## src/hdl/ssf_pkg.sv

```systemverilog
package ssf_pkg;

  localparam int PADDR_W = 4;
  localparam int PDATA_W = 32;

  localparam logic [1:0] REG_MAX_RANGE = 2'd0;
  localparam logic [1:0] REG_GAP_THRESHOLD = 2'd1;
  localparam logic [1:0] REG_MIN_POINTS = 2'd2;

  localparam logic [14:0] MAX_RANGE_RESET = 15'd10000;
  localparam logic [15:0] GAP_THRESHOLD_RESET = 16'd100;
  localparam logic [10:0] MIN_POINTS_RESET = 11'd3;

  // shared signed multiplier
  localparam int MUL_W = 18;
  localparam int PROD_W = 36;

  // square root unit: 34-bit radicand, 17-bit root
  localparam int SQ_IN_W = 34;
  localparam int SQ_OUT_W = 17;
  localparam int SQ_REM_W = 20;
  localparam int SQ_STEPS = 17;

  // largest chord cross product fits 34 bits, its square 68
  localparam int CMAX_W = 34;
  localparam int CSQ_W = 68;

  localparam int RES_CNT_W = 11;
  localparam int CONTOUR_W = 20;
  localparam logic [CONTOUR_W-1:0] CONTOUR_MAX = 20'hFFFFF;

  typedef struct packed {
    logic              in_range;
    logic signed [15:0] x;
    logic signed [15:0] y;
    logic              scan_end;
  } cmd_t;

  typedef struct packed {
    logic [RES_CNT_W-1:0] point_count;
    logic signed [15:0]   center_x;
    logic signed [15:0]   center_y;
    logic [CONTOUR_W-1:0] contour_len;
    logic [15:0]          chord_width;
    logic [15:0]          depth;
    logic                 last_of_run;
  } result_t;

endpackage

```

## src/hdl/ssf_front.sv

```systemverilog
module ssf_front (
  input  logic               clk,
  input  logic               rst,
  input  logic               push,
  output logic               full,
  input  logic [15:0]        range_mm,
  input  logic signed [15:0] x_mm,
  input  logic signed [15:0] y_mm,
  input  logic               scan_end,
  input  logic [14:0]        max_range,
  input  logic               cmd_pop,
  output logic               cmd_valid,
  output ssf_pkg::cmd_t      cmd
);

  ssf_pkg::cmd_t q [2];
  logic       wp;
  logic       rp;
  logic [1:0] cnt;
  logic       do_push;
  logic       do_pop;

  assign full = (cnt == 2'd2);
  assign cmd_valid = (cnt != 2'd0);
  assign cmd = q[rp];
  assign do_push = push && !full;
  assign do_pop = cmd_pop && cmd_valid;

  always_ff @(posedge clk) begin
    if (do_push) begin
      q[wp].in_range <= (range_mm < {1'b0, max_range});
      q[wp].x <= x_mm;
      q[wp].y <= y_mm;
      q[wp].scan_end <= scan_end;
    end
  end

  always_ff @(posedge clk) begin
    if (rst) begin
      wp  <= 1'b0;
      rp  <= 1'b0;
      cnt <= 2'd0;
    end else begin
      if (do_push) begin
        wp <= ~wp;
      end
      if (do_pop) begin
        rp <= ~rp;
      end
      if (do_push && !do_pop) begin
        cnt <= cnt + 2'd1;
      end else if (do_pop && !do_push) begin
        cnt <= cnt - 2'd1;
      end
    end
  end

endmodule

```

## config.mk

```make
export PLATFORM = sky130hd
export DESIGN_NAME = ssf_front
export DESIGN_NICKNAME = d
export VERILOG_FILES = /design/src/hdl/ssf_pkg.sv /design/src/hdl/ssf_front.sv
export SDC_FILE = /design/constraint.sdc
export NUM_CORES = 1
export LEC_CHECK = 0
export ABC_CLOCK_PERIOD_IN_PS = 3500
export BUFFER_PORTS_ARGS = -buffer_cell sky130_fd_sc_hd__buf_2
export CORE_MARGIN = 2
export CORE_UTILIZATION = 30
export CTS_CLUSTER_SIZE = 16
export DETAILED_ROUTE_END_ITERATION = 8
export HOLD_SLACK_MARGIN = 0.03
export MAX_ROUTING_LAYER = met4
export PLACE_DENSITY_LB_ADDON = 0.08
export REMOVE_ABC_BUFFERS = 1
export SYNTH_ARGS = -nofsm -noshare
export SYNTH_HDL_FRONTEND = slang
export SYNTH_SLANG_ARGS = --single-unit
```

## constraint.sdc

```tcl
create_clock -name clk -period 3.5 [get_ports clk]
set_clock_uncertainty 0.1 [all_clocks]
set_input_delay 0.525 -clock clk [delete_from_list [all_inputs] [get_ports clk]]
set_output_delay 0.525 -clock clk [all_outputs]
set_load 0.02 [all_outputs]
```

# Word-level counts from Yosys, hierarchy flattened
# Memories as Yosys holds them, arrays and structs flattened. A register that Yosys moved wholly into a read port is not among the register bits.
# Index checks and enable logic that the tools add are counted.
[word_totals]
n_memories = 1
in_bits = 68
ramBits = 68
word_cells = 25
ff_bits = 4
[mem_list]
columns = ["memory", "words", "width", "read_ports", "rd_clocked_by_memory_dff", "write_ports", "line", "source"]
rows = [
  ["q", 2, 34, 1, 1, 1, "ssf_front.sv:16", "ssf_pkg::cmd_t q [2];"],
]
[op_classes]
n_bitwise = 2
n_eq_ne = 1
add_sub_neg = 2
n_reduce_logical = 9
n_lt_le_gt_ge = 1
n_mux = 6
[op_table]
columns = ["operator", "count"]
rows = [
  ["$lt 16x15->1", 1],
  ["$logic_and 1x1->1", 4],
  ["$mux 1", 4],
  ["$mux 2", 2],
  ["$reduce_bool 2->1", 2],
  ["$logic_not 1->1", 3],
  ["$add 2x1->2 const B", 1],
  ["$eq 2x2->1 const B", 1],
  ["$not 1->1", 2],
  ["$sub 2x1->2 const B", 1],
]

# Longest topological paths before layout
[logic_depth]
ltp_word = 7
ltp_mapped = 7

# Worst setup path before layout
# OpenSTA, ideal clock, no wires.
[synth_path]
kind = "input port to flip-flop"
from = "in push"
to = "mem q[0][0] (netlist name) (enable)"
setup_slack_ps = 926
arrival_time_ps = 2049
setup_ps = 425
stages = 2
path_cell_list = "nand2_1 nor2_1"
[synth_between]
elab_chain_len = 3
[synth_rtl]
columns = ["item", "line", "source"]
rows = [
  ["start, declared", "ssf_front.sv:4", "input logic push,"],
  ["$logic_and 1x1->1", "ssf_front.sv:26", "assign do_push = push && !full;"],
  ["$mux 1", "ssf_front.sv:30", "if (do_push) begin"],
  ["$mux 1 (not written as such)", "ssf_front.sv:34", "q[wp].scan_end <= scan_end;"],
  ["end, declared", "ssf_front.sv:16", ""],
]
# Every way passes these cells.

==> results_tabular.tex <==
\begin{tabular}{lr}
\hline
Metric & Value \\
\hline
\multicolumn{2}{l}{\textbf{Global route}} \\
\quad Number of global-route vias before repair & 1,916 \\
\quad Largest net degree at the start of global routing & 35 \\
\quad Global-route wire length before repair & 8963 um \\
\quad Total Routing Usage GR & 11.14\% \\
\quad Initial antenna violation count & 1 \\
\quad Total congestion overflow & 0 \\
\multicolumn{2}{l}{\textbf{Synthesis}} \\
\quad Post-synthesis share of cell area spent on full adders, half adders and majority gates & 6.211\% \\
\quad Post-synth cell types & 24 \\
\quad Average footprint of a synthesized cell & 16.79 um\^{}2 \\
\quad Multiplexer area fraction after synthesis & 12.67\% \\
\quad Main combinational cell family by area after synthesis & multiplexers \\
\quad Register bit count reported by yosys & 73 \\
\quad Cell area after synthesis & 0.003022 mm\^{}2 \\
\quad Sequential cell area fraction in the yosys report & 70.89\% \\
\quad Yosys synthesis warning count & 0 \\
\quad Complex-gate fraction of the synthesized area & 2.733\% \\
\quad Fraction of synthesized cell area in xor and xnor cells & 1.159\% \\
\quad Simple-gate share of the synthesized area & 3.437\% \\
\quad Cells after synthesis & 180 \\
\multicolumn{2}{l}{\textbf{Drt}} \\
\quad Number of nets with antenna violations after detailed routing & 0 \\
\quad Vias & 1,822 \\
\quad Average wire per cell in the routed design & 12.95 um \\
\quad DRC violation count after routing & 0 \\
\quad Ratio of routed vias to standard cells & 4.237 \\
\quad Total wire length after detailed routing & 5567 um \\
\quad Violation count after the first detailed-route iteration & 29 \\
\quad TritonRoute pass-1 iters & 4 \\
\multicolumn{2}{l}{\textbf{Pwr}} \\
\quad Pwr dens & 687.6 mW/mm\^{}2 \\
\quad Combinational share of power & 26.8\% \\
\quad Power share of the clock group & 28.3\% \\
\quad Internal power component & 0.001907 W \\
\quad Switching Share & 29.43\% \\
\quad Switching power summed over all nets & 0.0007955 W \\
\quad Worst ir drop on vdd & 0.2633 mV \\
\quad Leak Pwr & 1.628 nW \\
\quad Seq pwr share & 44.9\% \\
\multicolumn{2}{l}{\textbf{Clocking}} \\
\quad Deepest clock path buffer count & 2 \\
\quad Number of clock buffers inserted by TritonCTS & 9 \\
\quad Cts hold-fix bufs & 0 \\
\quad TritonCTS sink count & 73 \\
\quad Post-CTS Setup Repair Bufs & 0 \\
\quad Max H-tree Level & 3 \\
\quad Later-pin clock latency in the skew report & 0.33 ns \\
\quad Clock tree from TritonCTS & built \\
\quad CTS clock-pin slew for the worst setup and hold paths & 0.07 ns \\
\quad Post-CTS resize count & 0 \\
\quad Master cell of the clock root buffer & clkbuf\_8 \\
\multicolumn{2}{l}{\textbf{Floorplan}} \\
\quad Initial Utilization & 30.91\% \\
\quad Standard cell core area & 0.009774 mm\^{}2 \\
\quad Height of the die & 104.4 um \\
\quad Total Die Area & 0.01089 mm\^{}2 \\
\quad Die span in x & 104.4 um \\
\quad IO Count & 104 \\
\quad Row count & 36 \\
\multicolumn{2}{l}{\textbf{Worst setup path}} \\
\quad Kind of critical path & flop to output pin \\
\quad Arrival time of data at the critical path endpoint & 1.84 ns \\
\quad Endpoint required time on the critical path & 2.87 ns \\
\quad Max Fanout on Critical Path & 34 \\
\quad Category of the worst setup path launch point & flop \\
\quad Worst reg2reg setup slack & 1.65 ns \\
\quad Reg2Reg Depth & 4 \\
\quad Endpoint type of the worst setup path & output pin \\
\quad Worst reg2reg startpoint & cnt[0] \\
\quad R2r endpoint & q[0][17] \\
\multicolumn{2}{l}{\textbf{Min path}} \\
\quad Path category of the worst min-delay check & input port to flop \\
\quad Number of instances on the worst hold path & 1 \\
\quad Min-Delay Startpoint & x\_mm[3] \\
\quad Min-Delay Endpoint & q[1][20] \\
\multicolumn{2}{l}{\textbf{Layout}} \\
\quad Total Nets Final & 374 \\
\quad Most frequent standard cell in the layout excluding fill and tap cells & buf\_2 \\
\quad Number of cells in the finished layout apart from fillers & 430 \\
\quad Filler cell count & 951 \\
\quad Fraction of layout instances using a drive strength above 1 & 52.36\% \\
\quad Most frequent cells in the layout & buf\_2 (103), edfxtp\_1 (68), mux2\_2 (34) \\
\quad Area overhead of the layout relative to synthesis & 30.10\% \\
\multicolumn{2}{l}{\textbf{STA}} \\
\quad Highest clock rate & 405.0 MHz \\
\quad Final Max Tran Viols & 0 \\
\quad Tmin final & 2.469 ns \\
\quad Final worst-path cycle share & 70.55\% \\
\quad Setup TNS Final & 0 ns \\
\quad Total setup violations reported at the end of the flow & 0 \\
\quad Unrepaired setup endpoints after global routing & false \\
\quad Least setup slack across all paths after layout & 1.031 ns \\
\quad Max-slew headroom & 41.57\% \\
\quad Final Hold Fails & 0 \\
\quad Actual transition at the worst max-transition pin & 0.8764 ns \\
\multicolumn{2}{l}{\textbf{Placed design}} \\
\quad Count of input and output buffers & 103 \\
\quad Gpl congestion & 0.6647 \\
\quad Instance count after placement with tap cells included & 413 \\
\quad HPWL after detailed placement & 3891 um \\
\quad Post-place setup slack & 1.338 ns \\
\multicolumn{2}{l}{\textbf{Run status}} \\
\quad Run status & finished clean \\
\multicolumn{2}{l}{\textbf{Job}} \\
\quad Number of maximum-capacitance constraint violations & 0 \\
\hline
\end{tabular}
state kept, by name, summed over array words and instances, names as in the netlist, named ones only:
signal  flops
wp          1
rp          1
cnt         2
q          68
worst max-delay path, cell delays in order, from the launching register on:
cell	delay (ns)
dfxtp_2	0.91
mux2_2	0.43
buf_2	0.16
logic make-up after synthesis:
logic type | after synthesis
compound gates | 13
xor+xnor | 4
fa+ha+maj | 15
buf+inv | 20
flops | 73
mux | 34
simple gates | 21
power by group through the flow:
| stage | logic [W] | registers, W | clock network [W] |
|---|---|---|---|
| global route | 0.000791 | 0.00124 | 0.000827 |
| detailed placement | 0.000740 | 0.00124 | 0 |
| finish | 0.000724 | 0.00121 | 0.000766 |
| CTS | 0.000744 | 0.00122 | 0.000793 |
| floorplan | 0.000499 | 0.00120 | 0 |
| global placement | 0.000741 | 0.00124 | 0 |
worst max-delay path by stage:
stage                     startpoint       to  slack [ns]  cells after the start
after global routing            flop  cmd[11]        0.90                      2
after CTS                       flop  cmd[16]        0.94                      2
final                           flop  cmd[11]        1.03                      2
after detailed placement        flop  cmd[16]        1.34                      2
after global placement          flop  cmd[16]        1.34                      2
after floorplan                 push  q[0][0]        0.93                      2
synthesized netlist by cell type:
library cell  instances  area [um^2]
nand2_1               5        18.77
a211o_1               1        8.760
o21bai_1              1        7.510
o2111ai_1             1        8.760
or2_1                 1        6.260
edfxtp_1             68         2042
ha_1                 15        187.7
mux2_2               34        382.9
nand2b_1              1        6.260
nor2_1                6        22.52
buf_4                 3        22.52
a211oi_1              1        7.510
xor2_1                4        35.03
nand4_1               1        6.260
a21oi_1               4        20.02
o21ai_0               3        15.01
inv_1                16        60.06
nor3b_1               2        15.01
or3_1                 1        6.260
and3_1                2        12.51
nand3_1               2        10.01
dfxtp_1               5        100.1
buf_2                 1        5.000
o211ai_1              2        15.01
per-stage QoR:
stage,util [%],hold WS (ns),area [um^2],total power [W]
6_report,40.22,0.2725,3931,0.002703
5_1_grt,40.22,0.2461,3931,0.002854
4_1_cts,40.19,0.2497,3929,0.002758
3_5_place_dp,37.79,0.3925,3694,0.001979
3_3_place_gp,37.79,0.3866,3694,0.001980
2_1_floorplan,-,0.3607,2994,0.001704
layout make-up:
type / instances / area (um^2) / share of cell area (%)
Timing Repair Buffer: 104 / 523.0 / 13.30
Tap cell: 133 / 166.4 / 4.233
Clock inverter: 5 / 103.9 / 2.642
Antenna cell: 1 / 2.502 / 0.06365
Sequential cell: 73 / 2143 / 54.52
Clock buffer: 11 / 131.4 / 3.342
Multi-Input combinational cell: 87 / 800.8 / 20.37
Inverter: 16 / 60.06 / 1.528
routing by layer:
layer / global-route usage (%) / wire, um / up-vias
met5: - / 0 / -
li1: - / - / 898
met3: 4.323 / 355 / 9
met4: 4.344 / 95 / 0
met2: 18.25 / 2735 / 66
met1: 12.22 / 2382 / 849
Power figures use the tool's default switching activity.
